<file path="config.mk">
export PLATFORM = sky130hd
export DESIGN_NAME = padded_block_deframer_unit
export DESIGN_NICKNAME = d
export VERILOG_FILES = /design/src/rtl/pbd_pkg.sv /design/src/rtl/padded_block_deframer_unit.sv
export SDC_FILE = /design/constraint.sdc
export NUM_CORES = 1
export LEC_CHECK = 0
export BUFFER_PORTS_ARGS = -buffer_cell sky130_fd_sc_hd__buf_2
export CELL_PAD_IN_SITES_DETAIL_PLACEMENT = 1
export CELL_PAD_IN_SITES_GLOBAL_PLACEMENT = 1
export CORE_UTILIZATION = 40
export CTS_CLUSTER_DIAMETER = 60
export CTS_CLUSTER_SIZE = 20
export DETAILED_ROUTE_END_ITERATION = 7
export MAX_ROUTING_LAYER = met4
export PLACE_DENSITY = 0.66
export SLEW_MARGIN = 30
export SYNTH_ARGS = -nofsm -noshare
export SYNTH_HDL_FRONTEND = slang
export SYNTH_SLANG_ARGS = --single-unit
</file>
<file path="constraint.sdc">
create_clock -name clk -period 8.65 [get_ports clk]
set_input_delay 0.4325 -clock clk [delete_from_list [all_inputs] [get_ports clk]]
set_output_delay 0.4325 -clock clk [all_outputs]
set_load 0.02 [all_outputs]
</file>
<file path="src/rtl/pbd_pkg.sv">
// Shared types and constants for the padded block deframer.
package pbd_pkg;

    // Stream phase of the deframer
    typedef enum logic [1:0] {
        PH_HEADER  = 2'd0,
        PH_CONTENT = 2'd1,
        PH_PADDING = 2'd2,
        PH_ERROR   = 2'd3
    } phase_t;

    // Result kind codes
    typedef enum logic [1:0] {
        KIND_DATA    = 2'd0,
        KIND_END     = 2'd1,
        KIND_BAD_CMD = 2'd2,
        KIND_SIZE    = 2'd3
    } kind_t;

    // Command index codes
    localparam logic [1:0] CMD_CONTINUE = 2'd0;
    localparam logic [1:0] CMD_END      = 2'd1;
    localparam logic [1:0] CMD_DIRECT   = 2'd2;

    // Configuration register indexes
    localparam logic [1:0] REG_MAX_PAYLOAD   = 2'd0;
    localparam logic [1:0] REG_CODE_CONTINUE = 2'd1;
    localparam logic [1:0] REG_CODE_END      = 2'd2;
    localparam logic [1:0] REG_CODE_DIRECT   = 2'd3;

    // Widths
    localparam int unsigned SIZE_W   = 18;
    localparam int unsigned LEN_W    = 16;
    localparam int unsigned BYTE_W   = 8;
    localparam int unsigned HCOUNT_W = 3;

    // Header layout and register reset values
    localparam logic [HCOUNT_W-1:0] HDR_LAST_IDX      = 3'd4;
    localparam logic [SIZE_W-1:0]   HDR_SIZE          = 18'd5;
    localparam logic [SIZE_W-1:0]   MAX_PAYLOAD_RST   = 18'd16384;
    localparam logic [BYTE_W-1:0]   CODE_CONTINUE_RST = 8'd0;
    localparam logic [BYTE_W-1:0]   CODE_END_RST      = 8'd1;
    localparam logic [BYTE_W-1:0]   CODE_DIRECT_RST   = 8'd2;

endpackage

</file>
<file path="src/rtl/padded_block_deframer_unit.sv">
// Padded block deframer: splits a byte stream into length-prefixed padded blocks.
//
// Input channel (in_valid, in_stall, in_byte) takes one stream byte per transfer.
// Each block is a 5-byte header (command byte, big-endian content length,
// big-endian padding length), then content, then padding. Content bytes come
// out on the output channel (out_valid, out_stall, kind, content_byte,
// cmd_index, block_last) tagged with the command index; padding is dropped.
// An empty block or the last padding byte gives an end marker with no data.
// A bad command or an oversized block gives one error result, after which
// every byte is consumed silently until reset.
// A transferred byte waits in the input register; its result (if any) is loaded
// into the result register when it advances. Throughput: one byte per cycle
// unless the receiver stalls, set by the single-pass header compare and counter
// update. Reset puts the configuration registers at their defaults and the stream
// in the header phase. When the receiver stalls, the result register holds; one
// more byte waits in the input register, after which in_stall rises.
// Configuration writes (cfg_we, cfg_index, cfg_data) take effect at once; the user
// must make them only while the block is idle, as the block does not enforce this.
module padded_block_deframer_unit
    import pbd_pkg::*;
(
    input  logic                clk,
    input  logic                rst_n,
    // configuration
    input  logic                cfg_we,
    input  logic [1:0]          cfg_index,
    input  logic [SIZE_W-1:0]   cfg_data,
    // input stream
    input  logic                in_valid,
    output logic                in_stall,
    input  logic [BYTE_W-1:0]   in_byte,
    // output stream
    output logic                out_valid,
    input  logic                out_stall,
    output logic [1:0]          kind,
    output logic [BYTE_W-1:0]   content_byte,
    output logic [1:0]          cmd_index,
    output logic                block_last
);

    // Configuration registers
    logic [SIZE_W-1:0]   max_payload_reg;
    logic [BYTE_W-1:0]   code_continue_reg;
    logic [BYTE_W-1:0]   code_end_reg;
    logic [BYTE_W-1:0]   code_direct_reg;

    // Input register
    logic                s1_valid_reg;
    logic [BYTE_W-1:0]   s1_byte_reg;
    logic                s1_adv;

    // Stream state
    phase_t              phase_reg, phase_next;
    logic [HCOUNT_W-1:0] hdr_count_reg, hdr_count_next;
    logic [31:0]         hdr_reg, hdr_next;
    logic [1:0]          cmd_held_reg, cmd_held_next;
    logic [LEN_W-1:0]    content_left_reg, content_left_next;
    logic [LEN_W-1:0]    padding_left_reg, padding_left_next;

    // Result of the current byte
    logic                res_valid;
    kind_t               res_kind;
    logic [BYTE_W-1:0]   res_byte;
    logic [1:0]          res_cmd;
    logic                res_last;

    // Result register
    logic                out_valid_reg;
    kind_t               out_kind_reg;
    logic [BYTE_W-1:0]   out_byte_reg;
    logic [1:0]          out_cmd_reg;
    logic                out_last_reg;

    // Header decode
    logic [BYTE_W-1:0]   hdr_cmd;
    logic [LEN_W-1:0]    hdr_clen;
    logic [LEN_W-1:0]    hdr_plen;
    logic [SIZE_W-1:0]   size_sum;
    logic                size_bad;
    logic                cmd_ok;
    logic [1:0]          cmd_match;

    // Write configuration registers
    always_ff @(posedge clk or negedge rst_n)
    begin
        if (!rst_n)
        begin
            max_payload_reg   <= MAX_PAYLOAD_RST;
            code_continue_reg <= CODE_CONTINUE_RST;
            code_end_reg      <= CODE_END_RST;
            code_direct_reg   <= CODE_DIRECT_RST;
        end
        else if (cfg_we)
        begin
            case (cfg_index)
                REG_MAX_PAYLOAD:   max_payload_reg   <= cfg_data;
                REG_CODE_CONTINUE: code_continue_reg <= cfg_data[BYTE_W-1:0];
                REG_CODE_END:      code_end_reg      <= cfg_data[BYTE_W-1:0];
                REG_CODE_DIRECT:   code_direct_reg   <= cfg_data[BYTE_W-1:0];
                default:           ;
            endcase
        end
    end

    // Advance the input register when the result slot is free or draining
    assign s1_adv   = s1_valid_reg && (!out_valid_reg || !out_stall);
    assign in_stall = s1_valid_reg && !s1_adv;

    // Hold the accepted byte
    always_ff @(posedge clk or negedge rst_n)
    begin
        if (!rst_n)
        begin
            s1_valid_reg <= 1'b0;
        end
        else if (in_valid && !in_stall)
        begin
            s1_valid_reg <= 1'b1;
        end
        else if (s1_adv)
        begin
            s1_valid_reg <= 1'b0;
        end
    end

    always_ff @(posedge clk)
    begin
        if (in_valid && !in_stall)
        begin
            s1_byte_reg <= in_byte;
        end
    end

    // Decode the header as its last byte arrives
    assign hdr_cmd  = hdr_reg[31:24];
    assign hdr_clen = hdr_reg[23:8];
    assign hdr_plen = {hdr_reg[7:0], s1_byte_reg};
    assign size_sum = {2'b00, hdr_clen} + {2'b00, hdr_plen} + HDR_SIZE;
    assign size_bad = size_sum > max_payload_reg;

    // First matching code gives the command index
    always_comb
    begin
        cmd_ok    = 1'b1;
        cmd_match = CMD_CONTINUE;
        if (hdr_cmd == code_continue_reg)
        begin
            cmd_match = CMD_CONTINUE;
        end
        else if (hdr_cmd == code_end_reg)
        begin
            cmd_match = CMD_END;
        end
        else if (hdr_cmd == code_direct_reg)
        begin
            cmd_match = CMD_DIRECT;
        end
        else
        begin
            cmd_ok = 1'b0;
        end
    end

    // Next stream state and result
    always_comb
    begin
        phase_next        = phase_reg;
        hdr_count_next    = hdr_count_reg;
        hdr_next          = hdr_reg;
        cmd_held_next     = cmd_held_reg;
        content_left_next = content_left_reg;
        padding_left_next = padding_left_reg;
        res_valid         = 1'b0;
        res_kind          = KIND_DATA;
        res_byte          = '0;
        res_cmd           = cmd_held_reg;
        res_last          = 1'b0;

        if (s1_adv)
        begin
            case (phase_reg)
                PH_HEADER:
                begin
                    hdr_next = {hdr_reg[23:0], s1_byte_reg};
                    if (hdr_count_reg != HDR_LAST_IDX)
                    begin
                        hdr_count_next = hdr_count_reg + 1'b1;
                    end
                    else
                    begin
                        hdr_count_next = '0;
                        if (!cmd_ok)
                        begin
                            phase_next = PH_ERROR;
                            res_valid  = 1'b1;
                            res_kind   = KIND_BAD_CMD;
                            res_cmd    = CMD_CONTINUE;
                        end
                        else
                        begin
                            cmd_held_next = cmd_match;
                            res_cmd       = cmd_match;
                            if (size_bad)
                            begin
                                phase_next = PH_ERROR;
                                res_valid  = 1'b1;
                                res_kind   = KIND_SIZE;
                            end
                            else
                            begin
                                content_left_next = hdr_clen;
                                padding_left_next = hdr_plen;
                                if (hdr_clen != '0)
                                begin
                                    phase_next = PH_CONTENT;
                                end
                                else if (hdr_plen != '0)
                                begin
                                    phase_next = PH_PADDING;
                                end
                                else
                                begin
                                    res_valid = 1'b1;
                                    res_kind  = KIND_END;
                                    res_last  = 1'b1;
                                end
                            end
                        end
                    end
                end
                PH_CONTENT:
                begin
                    content_left_next = content_left_reg - 1'b1;
                    res_valid         = 1'b1;
                    res_kind          = KIND_DATA;
                    res_byte          = s1_byte_reg;
                    if (content_left_reg == LEN_W'(1))
                    begin
                        if (padding_left_reg == '0)
                        begin
                            phase_next = PH_HEADER;
                            res_last   = 1'b1;
                        end
                        else
                        begin
                            phase_next = PH_PADDING;
                        end
                    end
                end
                PH_PADDING:
                begin
                    padding_left_next = padding_left_reg - 1'b1;
                    if (padding_left_reg == LEN_W'(1))
                    begin
                        phase_next = PH_HEADER;
                        res_valid  = 1'b1;
                        res_kind   = KIND_END;
                        res_last   = 1'b1;
                    end
                end
                default:
                begin
                    // error phase: drop the byte
                end
            endcase
        end
    end

    // Stream state registers
    always_ff @(posedge clk or negedge rst_n)
    begin
        if (!rst_n)
        begin
            phase_reg        <= PH_HEADER;
            hdr_count_reg    <= '0;
            hdr_reg          <= '0;
            cmd_held_reg     <= CMD_CONTINUE;
            content_left_reg <= '0;
            padding_left_reg <= '0;
        end
        else
        begin
            phase_reg        <= phase_next;
            hdr_count_reg    <= hdr_count_next;
            hdr_reg          <= hdr_next;
            cmd_held_reg     <= cmd_held_next;
            content_left_reg <= content_left_next;
            padding_left_reg <= padding_left_next;
        end
    end

    // Result register: load on advance, drop after the transfer
    always_ff @(posedge clk or negedge rst_n)
    begin
        if (!rst_n)
        begin
            out_valid_reg <= 1'b0;
        end
        else if (s1_adv)
        begin
            out_valid_reg <= res_valid;
        end
        else if (!out_stall)
        begin
            out_valid_reg <= 1'b0;
        end
    end

    always_ff @(posedge clk)
    begin
        if (s1_adv && res_valid)
        begin
            out_kind_reg <= res_kind;
            out_byte_reg <= res_byte;
            out_cmd_reg  <= res_cmd;
            out_last_reg <= res_last;
        end
    end

    assign out_valid    = out_valid_reg;
    assign kind         = out_kind_reg;
    assign content_byte = out_byte_reg;
    assign cmd_index    = out_cmd_reg;
    assign block_last   = out_last_reg;

    // Error phase is sticky
    a_error_sticky: assert property (@(posedge clk) disable iff (!rst_n)
        phase_reg == PH_ERROR |=> phase_reg == PH_ERROR)
        else $error("error phase left before reset");

    // Content phase always has bytes left
    a_content_nonzero: assert property (@(posedge clk) disable iff (!rst_n)
        phase_reg == PH_CONTENT |-> content_left_reg != '0)
        else $error("content phase with zero content left");

    // Non-data results carry a zero byte
    a_zero_byte: assert property (@(posedge clk) disable iff (!rst_n)
        out_valid && kind != KIND_DATA |-> content_byte == '0)
        else $error("non-data result with nonzero byte");

    // Errors never close a block
    a_error_not_last: assert property (@(posedge clk) disable iff (!rst_n)
        out_valid && (kind == KIND_BAD_CMD || kind == KIND_SIZE) |-> !block_last)
        else $error("error result marked last");

    // Input stalls only while the result slot is full
    a_stall_full: assert property (@(posedge clk) disable iff (!rst_n)
        in_stall |-> out_valid_reg && s1_valid_reg)
        else $error("input stalled with a free slot");

endmodule

</file>
# Word-level counts from Yosys, hierarchy flattened
# Index checks and enable logic that the tools add are counted.
word_totals:
  regBits: 136
  out_inout_bits: 15
op_classes:
  addsub: 5
  magnitude_cmp: 1
  eq_ne: 18
  mux: 53
  bitwise: 1
  reduce_logical: 28
ops:
  columns: ["operator", "n"]
  rows:
  - ["$mux 16", 6]
  - ["$pmux 16 s2", 2]
  - ["$mux 2", 18]
  - ["$eq 16x1->1 const B", 2]
  - ["$reduce_bool 16->1", 2]
  - ["$sub 16x1->16 const B", 2]
  - ["$eq 8x8->1", 3]
  - ["$mux 1", 22]
  - ["$add 17x3->18 const B", 1]
  - ["$gt 18x18->1", 1]
  - ["$add 16x16->17", 1]
  - ["$logic_not 16->1", 1]
  - ["$reduce_and 2->1", 6]
  - ["$ne 2x2->1 const B", 5]
  - ["$reduce_and 5->1", 2]
  - ["$eq 2x2->1 const B", 3]
  - ["$pmux 1 s3", 2]
  - ["$pmux 2 s3", 1]
  - ["$reduce_and 6->1", 1]
  - ["$reduce_bool 2->1", 3]
  - ["$ne 5x5->1 const B", 1]
  - ["$eq 2x1->1 const B", 2]
  - ["$logic_and 1x1->1", 4]
  - ["$logic_not 1->1", 4]
  - ["10 further kinds", 11]

# Depth between registers and ports, before layout
logic_depth:
  depth_word: 9
  depth_mapped: 24
  ltp_nobuf: 22

# Worst setup path before layout
# Ideal clock, no wire load.
synth_timing:
  kind: "reg-to-reg"
  startpoint: "reg s1_byte_reg[1]"
  endpoint: "reg out_last_reg, in the netlist block_last (enable)"
  setup_time_ps: 393
  t_arrival_ps: 4414
  path_slack_ps: 3843
  path_stages_with_launch: 20
  path_cell_list: "edfxtp_1 > ha_1 > ha_1 > inv_1 > fa_1 > nor2b_1 > o31a_1 > o2111ai_1 > a31oi_1 > o41a_1 > o21ai_0 > nor2b_1 > xnor2_1 > ha_1 > nand3_1 > nor3_1 > a2111o_1 > a211o_1 > nand2_1 > a31oi_1"
synth_via:
  elab_chain_cells: 9
  elab_cells_between_ends: 12
  cone_classes: "add/sub: 2; order compare: 1; mux: 7; reduce/logical: 2"
synth_lines:
  columns: ["element", "line_no", "rtl"]
  rows:
  - ["start: declaration", "padded_block_deframer_unit.sv:49", "logic [BYTE_W-1:0] s1_byte_reg;"]
  - ["start signal: assignment", "padded_block_deframer_unit.sv:130", "s1_byte_reg <= in_byte;"]
  - ["$add 16x16->17 / $reduce_bool 16->1 (equally long branches)", "padded_block_deframer_unit.sv:138, padded_block_deframer_unit.sv:217", null]
  - ["$add 17x3->18 / $mux 1 (equally long branches)", "padded_block_deframer_unit.sv:138, padded_block_deframer_unit.sv:217", null]
  - ["$gt 18x18->1 / $mux 1 (equally long branches)", "padded_block_deframer_unit.sv:139, padded_block_deframer_unit.sv:213", null]
  - ["$mux 1 *", "padded_block_deframer_unit.sv:203", "if (size_bad)"]
  - ["$mux 1 *", "padded_block_deframer_unit.sv:192", "if (!cmd_ok)"]
  - ["$mux 1 *", "padded_block_deframer_unit.sv:185", "if (hdr_count_reg != HDR_LAST_IDX)"]
  - ["$pmux 1 s3 *", "padded_block_deframer_unit.sv:181", "case (phase_reg)"]
  - ["$mux 1 *", "padded_block_deframer_unit.sv:179", "if (s1_adv)"]
  - ["$logic_and 1x1->1 *", "padded_block_deframer_unit.sv:311", "if (s1_adv && res_valid)"]
  - ["end signal: assignment", "padded_block_deframer_unit.sv:316", "out_last_reg <= res_last;"]
  - ["end: declaration", "padded_block_deframer_unit.sv:72", "logic out_last_reg;"]
# Every way passes the cells marked *; elsewhere a longest branch is shown, timed or not.
# A chain may end at the register's enable or synchronous reset.

# Worst setup path after layout
layout_timing:
  startpoint: "reg s1_byte_reg[0]"
  endpoint: "reg content_left_reg[3]"
layout_via:
  elab_chain_cells: 5
layout_lines:
  columns: ["element", "line_no", "rtl"]
  rows:
  - ["$add 16x16->17", "padded_block_deframer_unit.sv:138", "assign size_sum = {2'b00, hdr_clen} + {2'b00, hdr_plen} + HDR_SIZE;"]
  - ["$add 17x3->18", "padded_block_deframer_unit.sv:138", null]
  - ["$gt 18x18->1", "padded_block_deframer_unit.sv:139", "assign size_bad = size_sum > max_payload_reg;"]
  - ["$ne 2x2->1 (no line)", null, null]
  - ["$reduce_and 5->1 (no line)", null, null]
  - ["end signal: assignment", "padded_block_deframer_unit.sv:287", "content_left_reg <= content_left_next;"]
  - ["end: declaration", "padded_block_deframer_unit.sv:57", "logic [LEN_W-1:0] content_left_reg, content_left_next;"]
# Every way passes these cells.

==> flow_summary.json <==
{
  "wirelength_um": 22900,
  "start_util_pct": 40.8,
  "worst_slew_pin_slew_ns": 0.715,
  "antenna_found_initial": 0,
  "hold_viol": 0,
  "cts_root_buffer": "clkbuf_16",
  "p_clk_share_pct": 22.5,
  "grt_pass1_vias": 6846,
  "cp.required_ns": 9.00,
  "finish.utilization_pct": 46.7,
  "place_congestion": 0.926,
  "drive_gt1_share_pct": 16.4,
  "worst_hold_path_type": "primary input to async pin",
  "viasPerCell": 5.50,
  "synth_flop_cell": "dfrtp_1",
  "post_cts_buffers": 0,
  "rsz0062_at_grt": "no",
  "worstSetupPathType": "flop to flop",
  "core_um2": 19500,
  "max_stage_delay_ns": 0.62,
  "cts_hold_buf": 0,
  "syn-num-nets": 949,
  "die_h_um": 143,
  "total_power_w": 0.00336,
  "avgSynthCellArea_um2": 9.28,
  "area_delta_synth_final_pct": 14.3,
  "cts.sinks": 136,
  "drtIter0Drc": 295,
  "cp_max_fo": 18,
  "regToRegStartpoint": "s1_byte_reg[0]",
  "rr_endpoint": "content_left_reg[3]",
  "worstPathCellList": "inv_1 -> ha_1 -> inv_1 -> ha_1 -> inv_1 -> fa_1 -> nor2b_1 -> o31a_1 -> o2111ai_1 -> nand3_1 -> a21o_1 -> a211oi_1 -> nor3_1 -> ha_1 -> and4_1 -> a2111oi_0 -> nor3_1 -> a2111o_1 -> a21oi_4 -> a22o_1 -> o21ai_0 -> nand3_1",
  "port_buffers": 47,
  "cts.clk_slew.worst_paths_ns": 0.06,
  "ys_seq_area_share_pct": 44.2,
  "async_flop_share_pct": 84.6,
  "synth.most_common_cell": "nand2_1",
  "switching_share_pct": 42.9,
  "timing.fmax_mhz": 178,
  "power_density_nw_per_um2": 370,
  "fp.dieW_um": 143,
  "status": "complete, no violations",
  "synth_top_cell_area_share_pct": 35.3,
  "rows": 51,
  "yosys-top-cells-count": "nand2_1 (149), dfrtp_1 (112), o21ai_0 (60), ha_1 (59), nor2_1 (51)",
  "ios": 48,
  "yosys.area.top_type": "dfrtp_1",
  "syn_area_um2": 7940,
  "critPathTopFamily": "compound AO/OA/AOI/OAI gates",
  "final_max_slew_viol_count": 0,
  "yosysWarnings": 0,
  "grt_max_degree": 70,
  "cp.depth": 22,
  "period_minus_slack_ns": 5.62,
  "grt_pass1_wl_um": 37000,
  "track_usage_pct": 24.8,
  "post-route-drc-count": 0,
  "h-tree-depth": 4,
  "p_comb_share_pct": 44.4,
  "grt_overflow": 0,
  "antenna_cells": 0,
  "ys_types": 63,
  "cp.arrival_ns": 5.97,
  "power_frac_seq_pct": 33.2,
  "syn_inst": 856,
  "crit_path_start_kind": "flop",
  "avgRoutedWirePerCell_um": 19.4,
  "r2r_slack_ns": 3.03,
  "ys_top_cells_by_area": "dfrtp_1 (35%), ha_1 (9.3%), edfxtp_1 (7.9%), nand2_1 (7.0%), o21ai_0 (3.8%)",
  "hpwl_um": 16800,
  "largest_reg_flops": 32,
  "p_int_w": 0.00192,
  "slew-limit-headroom_pct": 52.1,
  "setup_tns_ns": 0,
  "n_fill_cell": 2230,
  "skew_ns": 0.00978,
  "slowest_stage": "a22o_1",
  "yosys_register_bits": 136,
  "cts_tree": "yes",
  "drt_first_pass_iters": 5,
  "ir_drop_mv": 0.155,
  "maxCapViolations": 0,
  "endpoint_kind": "flop",
  "finalCritPeriodShare_pct": 65.0,
  "crit_buf_inv": 3,
  "ant_nets": 0,
  "ctsResizeCount": 0,
  "power.leakage_nw": 4.04,
  "layout.nets": 996,
  "clkLatencyLatePin_ns": 0.43,
  "cts.path.max_buffers": 2,
  "cts_made_buffers": 17,
  "rr_worst_depth": 22,
  "die-area_um2": 20400,
  "vias": 6491,
  "synth_edf_count": 21,
  "setup_viol": 0,
  "switchingPower_w": 0.00144
}
layer usage:
metal	wire, um	vias up	share of wire [%]	track usage, %
met2	11800	81	51	41.5
li1	-	3107	-	-
met1	10200	3287	44	31.1
met4	240	0	1.0	7.07
met3	746	16	3.3	3.49
met5	0	-	0	-
final cells by class:
| type | instances | area (um^2) | share of cell area, % |
|---|---|---|---|
| Tap cell | 265 | 332 | 3.65 |
| Multi-Input combinational cell | 647 | 4160 | 45.8 |
| Clock inverter | 12 | 138 | 1.52 |
| Clock buffer | 20 | 468 | 5.15 |
| Timing Repair Buffer | 55 | 302 | 3.32 |
| Inverter | 46 | 173 | 1.90 |
| Sequential cell | 136 | 3510 | 38.7 |
placed cells by master (no fill, tap or decap), drive strengths merged, types with 24 or more instances in the layout:
| cell | instances |
|---|---|
| nor2 | 51 |
| nand2 | 149 |
| nor3 | 43 |
| ha | 59 |
| mux2 | 28 |
| dfrtp | 112 |
| a21oi | 24 |
| buf | 55 |
| inv | 50 |
| o21ai | 69 |
| nand3 | 34 |
cells by family after synthesis:
group / share of synthesized area [%]
buffers and inverters: 3.64
multiplexers: 3.97
AND/OR/NAND/NOR: 22.3
adder cells (fa/ha/maj): 9.55
XOR/XNOR: 3.42
AO/OA/AOI/OAI: 12.9
flip-flops: 44.2
power groups by stage:
stage                     logic [W]  clock network, W  registers [W]
after detailed placement    0.00149                 0        0.00112
after CTS                   0.00151          0.000771        0.00112
after floorplan             0.00110                 0        0.00103
after global placement      0.00141                 0        0.00111
final                       0.00149          0.000756        0.00112
after global routing        0.00169          0.000798        0.00114
metrics by stage:
| step | instance area, um^2 | hold WS (ns) | setup slack [ns] | cells |
|---|---|---|---|---|
| 6_report | 9080 | 0.0192 | 3.03 | 1181 |
| 5_1_grt | 9080 | 0.0653 | 2.55 | 1181 |
| 4_1_cts | 9080 | 0.162 | 3.05 | 1181 |
| 3_5_place_dp | 8470 | 0.478 | 3.14 | 1149 |
| 3_3_place_gp | 8460 | 0.472 | 3.19 | 1149 |
| 2_1_floorplan | 7940 | 0.137 | 3.84 | 856 |
worst register-to-register path, stage by stage, from the launching register on:
cell and delay [ns]:
edfxtp_1 0.44, inv_1 0.21, ha_1 0.18, inv_1 0.04, ha_1 0.20, inv_1 0.08
fa_1 0.20, nor2b_1 0.08, o31a_1 0.29, o2111ai_1 0.26, nand3_1 0.18, a21o_1 0.22
a211oi_1 0.27, nor3_1 0.08, ha_1 0.31, and4_1 0.17, a2111oi_0 0.42, nor3_1 0.13
a2111o_1 0.43, a21oi_4 0.32, a22o_1 0.63, o21ai_0 0.28, nand3_1 0.14
worst max-delay path by stage:
stage                              start                  end  slack [ns]
after floorplan           s1_byte_reg[1]           block_last        3.84
after global routing      s1_byte_reg[0]  content_left_reg[3]        2.55
final                     s1_byte_reg[0]  content_left_reg[3]        3.03
after CTS                 s1_byte_reg[0]  content_left_reg[3]        3.05
after detailed placement  s1_byte_reg[0]  content_left_reg[3]        3.14
after global placement    s1_byte_reg[0]  content_left_reg[0]        3.19
(Power assumes the default switching activity.)
